**src/rtl/tlmc_pkg.sv**
```systemverilog
// Types, codes and lamp helpers for the traffic light mode controller.
// No dependencies; used by traffic_light_mode_controller_core.
package tlmc_pkg;

	localparam int unsigned LevelW = 8;
	localparam int unsigned SampleW = 10;
	localparam int unsigned CfgDataW = 16;
	localparam int unsigned CfgIndexW = 3;

	localparam logic [LevelW-1:0] LevelFull = 8'd255;
	localparam logic [9:0] SinceMax = 10'd1023;
	localparam logic [11:0] BlinkMax = 12'd4095;
	localparam logic [15:0] PhaseMax = 16'd65535;
	localparam logic [10:0] Div1023 = 11'd1023;

	typedef enum logic [2:0] {
		OP_TICK      = 3'd0,
		OP_EMERG_BTN = 3'd1,
		OP_OFF_BTN   = 3'd2,
		OP_BLINK_BTN = 3'd3,
		OP_MODE_CMD  = 3'd4
	} op_t;

	typedef enum logic [1:0] {
		REQ_OFF    = 2'd0,
		REQ_BLINK  = 2'd1,
		REQ_NORMAL = 2'd2,
		REQ_EMERG  = 2'd3
	} mode_req_t;

	typedef enum logic [1:0] {
		SHOWN_NORMAL = 2'd0,
		SHOWN_EMERG  = 2'd1,
		SHOWN_BLINK  = 2'd2,
		SHOWN_OFF    = 2'd3
	} mode_shown_t;

	typedef enum logic [2:0] {
		PH_RED   = 3'd0,
		PH_YEL1  = 3'd1,
		PH_GREEN = 3'd2,
		PH_FLASH = 3'd3,
		PH_YEL2  = 3'd4,
		PH_STOP  = 3'd5
	} phase_t;

	typedef enum logic [2:0] {
		CFG_RED_MS        = 3'd0,
		CFG_YELLOW_MS     = 3'd1,
		CFG_GREEN_MS      = 3'd2,
		CFG_FLASH_STEP_MS = 3'd3,
		CFG_FLASH_STEPS   = 3'd4,
		CFG_BLINK_HALF_MS = 3'd5,
		CFG_DEBOUNCE_MS   = 3'd6
	} cfg_index_t;

	typedef struct packed {
		logic [LevelW-1:0] green;
		logic [LevelW-1:0] yellow;
		logic [LevelW-1:0] red;
	} lamps_t;

	// floor(sample*255/1023): divide by 1023 as x/1024 plus one correction
	function automatic logic [LevelW-1:0] sample_to_level(input logic [SampleW-1:0] s);
		logic [17:0] prod;
		logic [7:0]  q0;
		logic [10:0] rsum;
		prod = {s, 8'b0} - {8'b0, s};
		q0 = prod[17:10];
		rsum = {1'b0, prod[9:0]} + {3'b0, q0};
		sample_to_level = q0 + {7'b0, (rsum >= Div1023)};
	endfunction

	function automatic lamps_t blink_lamps(input logic on, input logic [LevelW-1:0] lvl);
		logic [LevelW-1:0] v;
		v = on ? lvl : '0;
		blink_lamps = '{green: v, yellow: v, red: v};
	endfunction

	function automatic lamps_t normal_lamps(input phase_t ph, input logic on,
			input logic [LevelW-1:0] lvl, input lamps_t old);
		normal_lamps = old;
		unique case (ph)
			PH_RED: normal_lamps = '{green: '0, yellow: '0, red: lvl};
			PH_YEL1, PH_YEL2: normal_lamps = '{green: '0, yellow: lvl, red: '0};
			PH_GREEN: normal_lamps = '{green: lvl, yellow: '0, red: '0};
			PH_FLASH: normal_lamps = '{green: (on ? lvl : '0), yellow: '0, red: '0};
			default: normal_lamps = old;
		endcase
	endfunction

endpackage

```
**src/rtl/traffic_light_mode_controller_core.sv**
```systemverilog
// Traffic light mode controller: normal light cycle, emergency, off and blink modes.
// Depends on tlmc_pkg for codes, lamp types and the level conversion.
//
// Each accepted word yields one result word: the pot sample is converted
// to a level and registered in the input stage, then the whole mode/phase
// state update is done from that stage and registered into the result
// stage. Sustained rate is one word per cycle while out_ready holds; the
// result register lets one more word in while a result waits. Configuration
// writes through cfg_wen/cfg_index/cfg_data take effect on the next clock.
module traffic_light_mode_controller_core (
	input  logic                             clk,
	input  logic                             arst_n,
	input  logic                             cfg_wen,
	input  logic [tlmc_pkg::CfgIndexW-1:0]   cfg_index,
	input  logic [tlmc_pkg::CfgDataW-1:0]    cfg_data,
	input  logic                             in_valid,
	output logic                             in_ready,
	input  logic [2:0]                       operation,
	input  logic [9:0]                       pot_sample,
	input  logic [1:0]                       mode_request,
	output logic                             out_valid,
	input  logic                             out_ready,
	output logic [7:0]                       red_level,
	output logic [7:0]                       yellow_level,
	output logic [7:0]                       green_level,
	output logic [1:0]                       mode_shown,
	output logic [2:0]                       cycle_phase
);

	// configuration
	logic [15:0] red_ms_q, yellow_ms_q, green_ms_q;
	logic [9:0]  flash_step_ms_q;
	logic [3:0]  flash_steps_q;
	logic [11:0] blink_half_ms_q;
	logic [9:0]  debounce_ms_q;

	always_ff @(posedge clk or negedge arst_n) begin
		if (!arst_n) begin
			red_ms_q        <= 16'd2000;
			yellow_ms_q     <= 16'd500;
			green_ms_q      <= 16'd2000;
			flash_step_ms_q <= 10'd167;
			flash_steps_q   <= 4'd6;
			blink_half_ms_q <= 12'd500;
			debounce_ms_q   <= 10'd200;
		end else if (cfg_wen) begin
			unique case (cfg_index)
				tlmc_pkg::CFG_RED_MS:        red_ms_q        <= cfg_data;
				tlmc_pkg::CFG_YELLOW_MS:     yellow_ms_q     <= cfg_data;
				tlmc_pkg::CFG_GREEN_MS:      green_ms_q      <= cfg_data;
				tlmc_pkg::CFG_FLASH_STEP_MS: flash_step_ms_q <= cfg_data[9:0];
				tlmc_pkg::CFG_FLASH_STEPS:   flash_steps_q   <= cfg_data[3:0];
				tlmc_pkg::CFG_BLINK_HALF_MS: blink_half_ms_q <= cfg_data[11:0];
				tlmc_pkg::CFG_DEBOUNCE_MS:   debounce_ms_q   <= cfg_data[9:0];
				default: ;
			endcase
		end
	end

	// input stage
	logic       valid_s1;
	logic [2:0] op_s1;
	logic [1:0] req_s1;
	logic [7:0] level_s1;
	logic       advance;

	assign advance  = valid_s1 && (!out_valid || out_ready);
	assign in_ready = !valid_s1 || advance;

	always_ff @(posedge clk or negedge arst_n) begin
		if (!arst_n) begin
			valid_s1 <= 1'b0;
		end else if (in_ready) begin
			valid_s1 <= in_valid;
		end
	end

	always_ff @(posedge clk) begin
		if (in_ready && in_valid) begin
			op_s1    <= operation;
			req_s1   <= mode_request;
			level_s1 <= tlmc_pkg::sample_to_level(pot_sample);
		end
	end

	// controller state
	tlmc_pkg::phase_t phase_q, phase_d;
	logic [15:0]      phase_elapsed_q, phase_elapsed_d;
	logic [3:0]       flash_count_q, flash_count_d;
	logic             blink_on_q, blink_on_d;
	logic             emerg_q, emerg_d;
	logic             off_q, off_d;
	logic             blink_q, blink_d;
	logic [11:0]      blink_elapsed_q, blink_elapsed_d;
	logic [9:0]       since_press_q, since_press_d;
	logic [7:0]       level_q, level_d;
	tlmc_pkg::lamps_t lamps_q, lamps_d;
	logic             enter;

	always_comb begin
		phase_d         = phase_q;
		phase_elapsed_d = phase_elapsed_q;
		flash_count_d   = flash_count_q;
		blink_on_d      = blink_on_q;
		emerg_d         = emerg_q;
		off_d           = off_q;
		blink_d         = blink_q;
		blink_elapsed_d = blink_elapsed_q;
		since_press_d   = since_press_q;
		level_d         = level_q;
		lamps_d         = lamps_q;
		enter           = 1'b0;

		unique case (op_s1)
			tlmc_pkg::OP_TICK: begin
				if (since_press_q != tlmc_pkg::SinceMax)
					since_press_d = since_press_q + 10'd1;
				level_d = level_s1;
				if (emerg_q || (!blink_q && off_q)) begin
					// lamps frozen
				end else if (blink_q) begin
					if (blink_elapsed_q != tlmc_pkg::BlinkMax)
						blink_elapsed_d = blink_elapsed_q + 12'd1;
					if (blink_elapsed_d >= blink_half_ms_q) begin
						blink_elapsed_d = '0;
						blink_on_d      = !blink_on_q;
						lamps_d         = tlmc_pkg::blink_lamps(blink_on_d, level_d);
					end
				end else begin
					if (phase_elapsed_q != tlmc_pkg::PhaseMax)
						phase_elapsed_d = phase_elapsed_q + 16'd1;
					unique case (phase_q)
						tlmc_pkg::PH_RED: begin
							if (phase_elapsed_d >= red_ms_q) begin
								phase_d = tlmc_pkg::PH_YEL1;
								phase_elapsed_d = '0;
							end
						end
						tlmc_pkg::PH_YEL1: begin
							if (phase_elapsed_d >= yellow_ms_q) begin
								phase_d = tlmc_pkg::PH_GREEN;
								phase_elapsed_d = '0;
							end
						end
						tlmc_pkg::PH_GREEN: begin
							if (phase_elapsed_d >= green_ms_q) begin
								phase_d = tlmc_pkg::PH_FLASH;
								phase_elapsed_d = '0;
								flash_count_d = '0;
							end
						end
						tlmc_pkg::PH_FLASH: begin
							if (phase_elapsed_d >= {6'b0, flash_step_ms_q}) begin
								phase_elapsed_d = '0;
								blink_on_d      = !blink_on_q;
								flash_count_d   = flash_count_q + 4'd1;
								if (flash_count_d >= flash_steps_q) begin
									phase_d = tlmc_pkg::PH_YEL2;
									flash_count_d = '0;
								end
							end
						end
						tlmc_pkg::PH_YEL2: begin
							if (phase_elapsed_d >= yellow_ms_q) begin
								phase_d = tlmc_pkg::PH_RED;
								phase_elapsed_d = '0;
							end
						end
						default: begin
							phase_d = tlmc_pkg::PH_RED;
							phase_elapsed_d = '0;
						end
					endcase
					lamps_d = tlmc_pkg::normal_lamps(phase_d, blink_on_d, level_d, lamps_q);
				end
			end
			tlmc_pkg::OP_EMERG_BTN, tlmc_pkg::OP_OFF_BTN, tlmc_pkg::OP_BLINK_BTN: begin
				if (since_press_q >= debounce_ms_q) begin
					since_press_d = '0;
					enter = 1'b1;
					priority case (op_s1)
						tlmc_pkg::OP_EMERG_BTN: emerg_d = !emerg_q;
						tlmc_pkg::OP_OFF_BTN:   off_d = !off_q;
						default: begin
							blink_d = !blink_q;
							if (blink_d) begin
								blink_elapsed_d = '0;
								blink_on_d = 1'b1;
							end
						end
					endcase
				end
			end
			tlmc_pkg::OP_MODE_CMD: begin
				enter   = 1'b1;
				emerg_d = 1'b0;
				off_d   = 1'b0;
				blink_d = 1'b0;
				unique case (req_s1)
					tlmc_pkg::REQ_OFF: off_d = 1'b1;
					tlmc_pkg::REQ_BLINK: begin
						blink_d = 1'b1;
						blink_elapsed_d = '0;
						blink_on_d = 1'b1;
					end
					tlmc_pkg::REQ_NORMAL: phase_d = tlmc_pkg::PH_STOP;
					default: emerg_d = 1'b1;
				endcase
			end
			default: ;
		endcase

		// apply top-priority mode after a flag change
		if (enter) begin
			priority if (emerg_d) begin
				phase_d = tlmc_pkg::PH_STOP;
				lamps_d = '{green: '0, yellow: '0, red: tlmc_pkg::LevelFull};
			end else if (blink_d) begin
				phase_d = tlmc_pkg::PH_STOP;
				lamps_d = tlmc_pkg::blink_lamps(blink_on_d, level_d);
			end else if (off_d) begin
				phase_d = tlmc_pkg::PH_STOP;
				lamps_d = '0;
			end else if (phase_d == tlmc_pkg::PH_STOP) begin
				phase_d = tlmc_pkg::PH_RED;
				phase_elapsed_d = '0;
				flash_count_d = '0;
				lamps_d = tlmc_pkg::normal_lamps(phase_d, blink_on_d, level_d, lamps_d);
			end else begin
				// cycle continues untouched
			end
		end
	end

	always_ff @(posedge clk or negedge arst_n) begin
		if (!arst_n) begin
			phase_q         <= tlmc_pkg::PH_RED;
			phase_elapsed_q <= '0;
			flash_count_q   <= '0;
			blink_on_q      <= 1'b0;
			emerg_q         <= 1'b0;
			off_q           <= 1'b0;
			blink_q         <= 1'b0;
			blink_elapsed_q <= '0;
			since_press_q   <= '0;
			level_q         <= '0;
			lamps_q         <= '0;
		end else if (advance) begin
			phase_q         <= phase_d;
			phase_elapsed_q <= phase_elapsed_d;
			flash_count_q   <= flash_count_d;
			blink_on_q      <= blink_on_d;
			emerg_q         <= emerg_d;
			off_q           <= off_d;
			blink_q         <= blink_d;
			blink_elapsed_q <= blink_elapsed_d;
			since_press_q   <= since_press_d;
			level_q         <= level_d;
			lamps_q         <= lamps_d;
		end
	end

	// result register
	tlmc_pkg::mode_shown_t shown_d;

	always_comb begin
		priority if (emerg_d) shown_d = tlmc_pkg::SHOWN_EMERG;
		else if (blink_d)     shown_d = tlmc_pkg::SHOWN_BLINK;
		else if (off_d)       shown_d = tlmc_pkg::SHOWN_OFF;
		else                  shown_d = tlmc_pkg::SHOWN_NORMAL;
	end

	always_ff @(posedge clk or negedge arst_n) begin
		if (!arst_n) begin
			out_valid <= 1'b0;
		end else if (advance) begin
			out_valid <= 1'b1;
		end else if (out_ready) begin
			out_valid <= 1'b0;
		end
	end

	always_ff @(posedge clk) begin
		if (advance) begin
			red_level    <= lamps_d.red;
			yellow_level <= lamps_d.yellow;
			green_level  <= lamps_d.green;
			mode_shown   <= shown_d;
			cycle_phase  <= phase_d;
		end
	end

	// checks
	a_emerg_lamps: assert property (@(posedge clk) disable iff (!arst_n)
		emerg_q |-> (lamps_q.red == tlmc_pkg::LevelFull) && (lamps_q.yellow == '0)
			&& (lamps_q.green == '0))
		else $error("emergency without full red");

	a_stop_iff_flag: assert property (@(posedge clk) disable iff (!arst_n)
		(emerg_q || off_q || blink_q) == (phase_q == tlmc_pkg::PH_STOP))
		else $error("stop phase disagrees with mode flags");

	a_off_dark: assert property (@(posedge clk) disable iff (!arst_n)
		(off_q && !blink_q && !emerg_q) |-> (lamps_q == '0))
		else $error("off mode with lamps lit");

	a_flash_count: assert property (@(posedge clk) disable iff (!arst_n)
		(phase_q != tlmc_pkg::PH_FLASH && phase_q != tlmc_pkg::PH_STOP)
			|-> (flash_count_q == '0))
		else $error("flash count left over outside flash");

	a_result_loaded: assert property (@(posedge clk) disable iff (!arst_n)
		advance |=> out_valid)
		else $error("result lost after state update");

endmodule

```
**config.mk**
```make
export PLATFORM = sky130hd
export DESIGN_NAME = traffic_light_mode_controller_core
export DESIGN_NICKNAME = d
export VERILOG_FILES = /design/src/rtl/tlmc_pkg.sv /design/src/rtl/traffic_light_mode_controller_core.sv
export SDC_FILE = /design/constraint.sdc
export NUM_CORES = 1
export LEC_CHECK = 0
export BUFFER_PORTS_ARGS = -buffer_cell sky130_fd_sc_hd__buf_2
export CORE_ASPECT_RATIO = 0.8
export CORE_MARGIN = 2
export CORE_UTILIZATION = 46
export DETAILED_ROUTE_END_ITERATION = 7
export MAX_ROUTING_LAYER = met4
export PLACE_DENSITY = 0.7
export SYNTH_ARGS = -nofsm -noshare
export SYNTH_HDL_FRONTEND = slang
export SYNTH_SLANG_ARGS = --single-unit
```
**constraint.sdc**
```tcl
create_clock -name clk -period 12.1 [get_ports clk]
set_input_delay 2.42 -clock clk [delete_from_list [all_inputs] [get_ports clk]]
set_output_delay 2.42 -clock clk [all_outputs]
set_load 0.01 [all_outputs]
```
==> impl_results.md <==
- GRT Util Overall: 0.230
- Maximum clock rate: 0.153 GHz
- Worst Hold Class: reg2reg
- Synth area leaders: dfrtp_1 (25%), edfxtp_1 (9.6%), ha_1 (9.3%)
- Hold path depth: 1
- Setup TNS: 0 ps
- Setup violation total in the final timing report: 0
- Io pins: 70
- Port Buf Inserts: 69
- Final period utilization: 0.541
- Worst-Skew Late Latency: 520 ps
- Ys flop type: dfrtp_1
- Syn_area_per_cell: 9.79 sq um
- Initial Util: 0.466
- Drt pass-1 iters: 5
- Area leader, netlist: dfrtp_1
- Reg-to-reg setup timing slack: 5550 ps
- Status: finished clean
- Final Cell Area: 14600 sq um
- Total CTS buffers: 24
- Clk buf depth: 3
- Syn Nets: 1481
- Max-Cap Viols: 0
- Routed wire per std cell: 18.2 um
- Max VDD drop: 104 uV
- Post-synthesis cell type count: 90
- Reg-to-reg endpoint: yellow_level[7]$_DFFE_PP_
- Post-Syn Area: 13100 sq um
- Worst R2R Start: blink_elapsed_q[0]$_DFFE_PN0P_
- R2R depth: 20
- Antenna violations before repair: 2
- Kind of critical path: reg2reg
- Synth top area share: 0.253
- Critical-path top delay cell: a2111oi_1
- Least-Margin Pin Slew: 1070 ps
- Sink of the worst hold path: out_valid$_DFFE_PN0P_
- Largest net degree at the start of global routing: 68
- Dpl cell area: 13800 sq um
- Root buf cell: clkbuf_16
- CTS tree: yes
- Row count: 55
- Headroom to the max-slew limit: 0.287
- Total power: 2.41 mW
- RD Place Congestion: 0.901
- Worst hold start: valid_s1$_DFFE_PN0N_
- Vias: 10300
- Hold buffer count at CTS: 0
- Global-route wire length before repair: 53900 um
- Ys async rst share: 0.799
- Hold Slack: 483 ps
- Number of flops mapped to enable cells by yosys: 42
- Die width: 193 um
- PwrDens: 165 nW/um^2
- Worst path required time: 12370 ps
- Area grow syn2layout: 11.1%
- CP Launch Type: register
- Slew Viols, Final: 0
- Grt ovf: 0
- Max Clock Skew: 10.9 ps
- Die ar.: 30000 sq um
- Core area: 28200 sq um
- H-tree depth: 1
- Total Wirelength: 32500 um
- Post-layout min period: 6550 ps
- Critical Path AT: 6820 ps
- Worst-path maximum fanout: 21
- Detailed-route vias per instance: 5.79
- # Post-CTS Setup Buffers: 0
- Remaining DRCs: 0
- Fraction of layout cells with a size suffix above 1: 0.177
- Synthesized flop and latch total: 209
- TritonCTS Sinks: 209
- Vias in the first global route: 10100
- CP cell instances: ha_1 -> nand3_1 -> nor2_1 -> and2_1 -> nand3_1 -> nand4_1 -> inv_1 -> nand3_1 -> xnor2_1 -> ha_1 -> a2111oi_0 -> o21ai_0 -> a21oi_1 -> o31a_1 -> nor4_1 -> a2111oi_1 -> a211oi_4 -> nand2_1 -> a2bb2oi_1 -> a21bo_2
- RSZ-0062 raised after global routing: no
- Crit end category: register
- Fin. Hold Viols: 0
- Max incr delay on CP: 860 ps
- Post-CTS sizing: 0
- Initial DRC count: 859
- CP most frequent cell: nand3_1
- Detail Placement HPWL: 23500 um
- Leakage Power: 6.56 nW
- Ys Warns: 0
- Net count, final: 1533
- Final ANT Viol Nets: 0
- Filler cells: 2581
- Register area share after synthesis: 0.417
- Die Y: 155 um
- Final core occ: 0.518
- Clock transition at path regs: 60 ps
- Post-Syn Instances: 1343
## how the worst max path moves through the flow
stage / startpoint / endpoint / slack [ps] / cells past startpoint
final: blink_elapsed_q[0]$_DFFE_PN0P_ / yellow_level[7]$_DFFE_PP_ / 5550 / 20
after CTS: pot_sample[0] / level_s1[7]$_DFFE_PP_ / 5560 / 24
after floorplan: pot_sample[9] / level_s1[6]$_DFFE_PP_ / 5640 / 22
after global placement: pot_sample[0] / level_s1[7]$_DFFE_PP_ / 5120 / 24
after global routing: blink_elapsed_q[0]$_DFFE_PN0P_ / yellow_level[7]$_DFFE_PP_ / 4930 / 20
after detailed placement: pot_sample[0] / level_s1[7]$_DFFE_PP_ / 5030 / 24
## critical path: cells and delay by family, from the launching register on
kind            cells  cell delay (ps)
fa+ha+maj           2              560
flops               1              430
simple gates        8             1870
xor+xnor            1              280
compound gates      8             3050
buf+inv             1               80
## logic make-up after synthesis
group | share of synthesized area
AOI/OAI and AO/OA | 0.197
DFF | 0.417
muxes | 0.0572
xor gates and xnor gates | 0.0353
buffers and inverters | 0.0485
adders and majority gates | 0.0948
and+or+nand+nor | 0.150
## report_power, final
part / leakage, nW / switching [mW] / total (mW) / internal, mW
logic: 3.72 / 0.384 / 0.682 / 0.298
clock network: 0.381 / 0.294 / 0.725 / 0.431
registers: 2.47 / 0.107 / 1.00 / 0.893
total: 6.56 / 0.785 / 2.41 / 1.62
## routing by layer
metal	wire length [um]	vias to the layer above	GRT usage
met5	0	-	-
met4	671	0	0.0505
met3	1870	43	0.0365
met2	14000	278	0.335
met1	15900	5023	0.336
li1	-	4999	-
## final cells by class
type | count | area [sq um] | share of cell area
multi-input cells | 970 | 7040 | 0.482
well taps | 370 | 463 | 0.0317
inverters | 112 | 420 | 0.0288
flip-flops and latches | 209 | 5480 | 0.375
repair buffers | 78 | 419 | 0.0287
diodes | 2 | 5.00 | 0.000343
clock inverters | 5 | 52.6 | 0.00360
clock buffers | 39 | 728 | 0.0498
## cells in the mapped netlist, drive strengths merged, types with 23 or more instances
library cell  instances
ha                   98
inv                 112
o21ai               113
nand2               148
nor2                 65
mux2                 57
dfrtp               133
nand3                25
a21o                 24
xor2                 23
edfxtp               42
a21oi                45
xnor2                30
nor3                 34
dfstp                34
clkbuf               40
## sequential cells by signal, summed over array words and instances, names as in the netlist, 10 cells and up
name and flops:
blink_half_ms_q 12, phase_elapsed_q 16, green_ms_q 16, flash_step_ms_q 10
since_press_q 10, red_ms_q 16, blink_elapsed_q 12, lamps_q 24
yellow_ms_q 16, debounce_ms_q 10
## through the flow
step                      setup slack [ps]  cells
after floorplan                       5640   1343
after global placement                5120   1739
after detailed placement              5030   1739
after CTS                             5560   1783
after global routing                  4930   1785
final                                 5550   1785
## cell usage in the layout (no fill, tap or decap), drive strengths merged, types with 11 or more instances in the layout
cell and count:
inv 112, a22oi 11, nor2 65, dfstp 34, nand2 148, a21oi 45
nand3 25, nor4 11, mux2i 11, edfxtp 42, ha 98, buf 78
a21o 24, o21ai 113, mux2 57, a32o 11, dfrtp 133, xor2 23
nand2b 20, nor3 34, a211oi 20, clkbuf 39, nand4 17, xnor2 30
(Power assumes the default switching activity.)
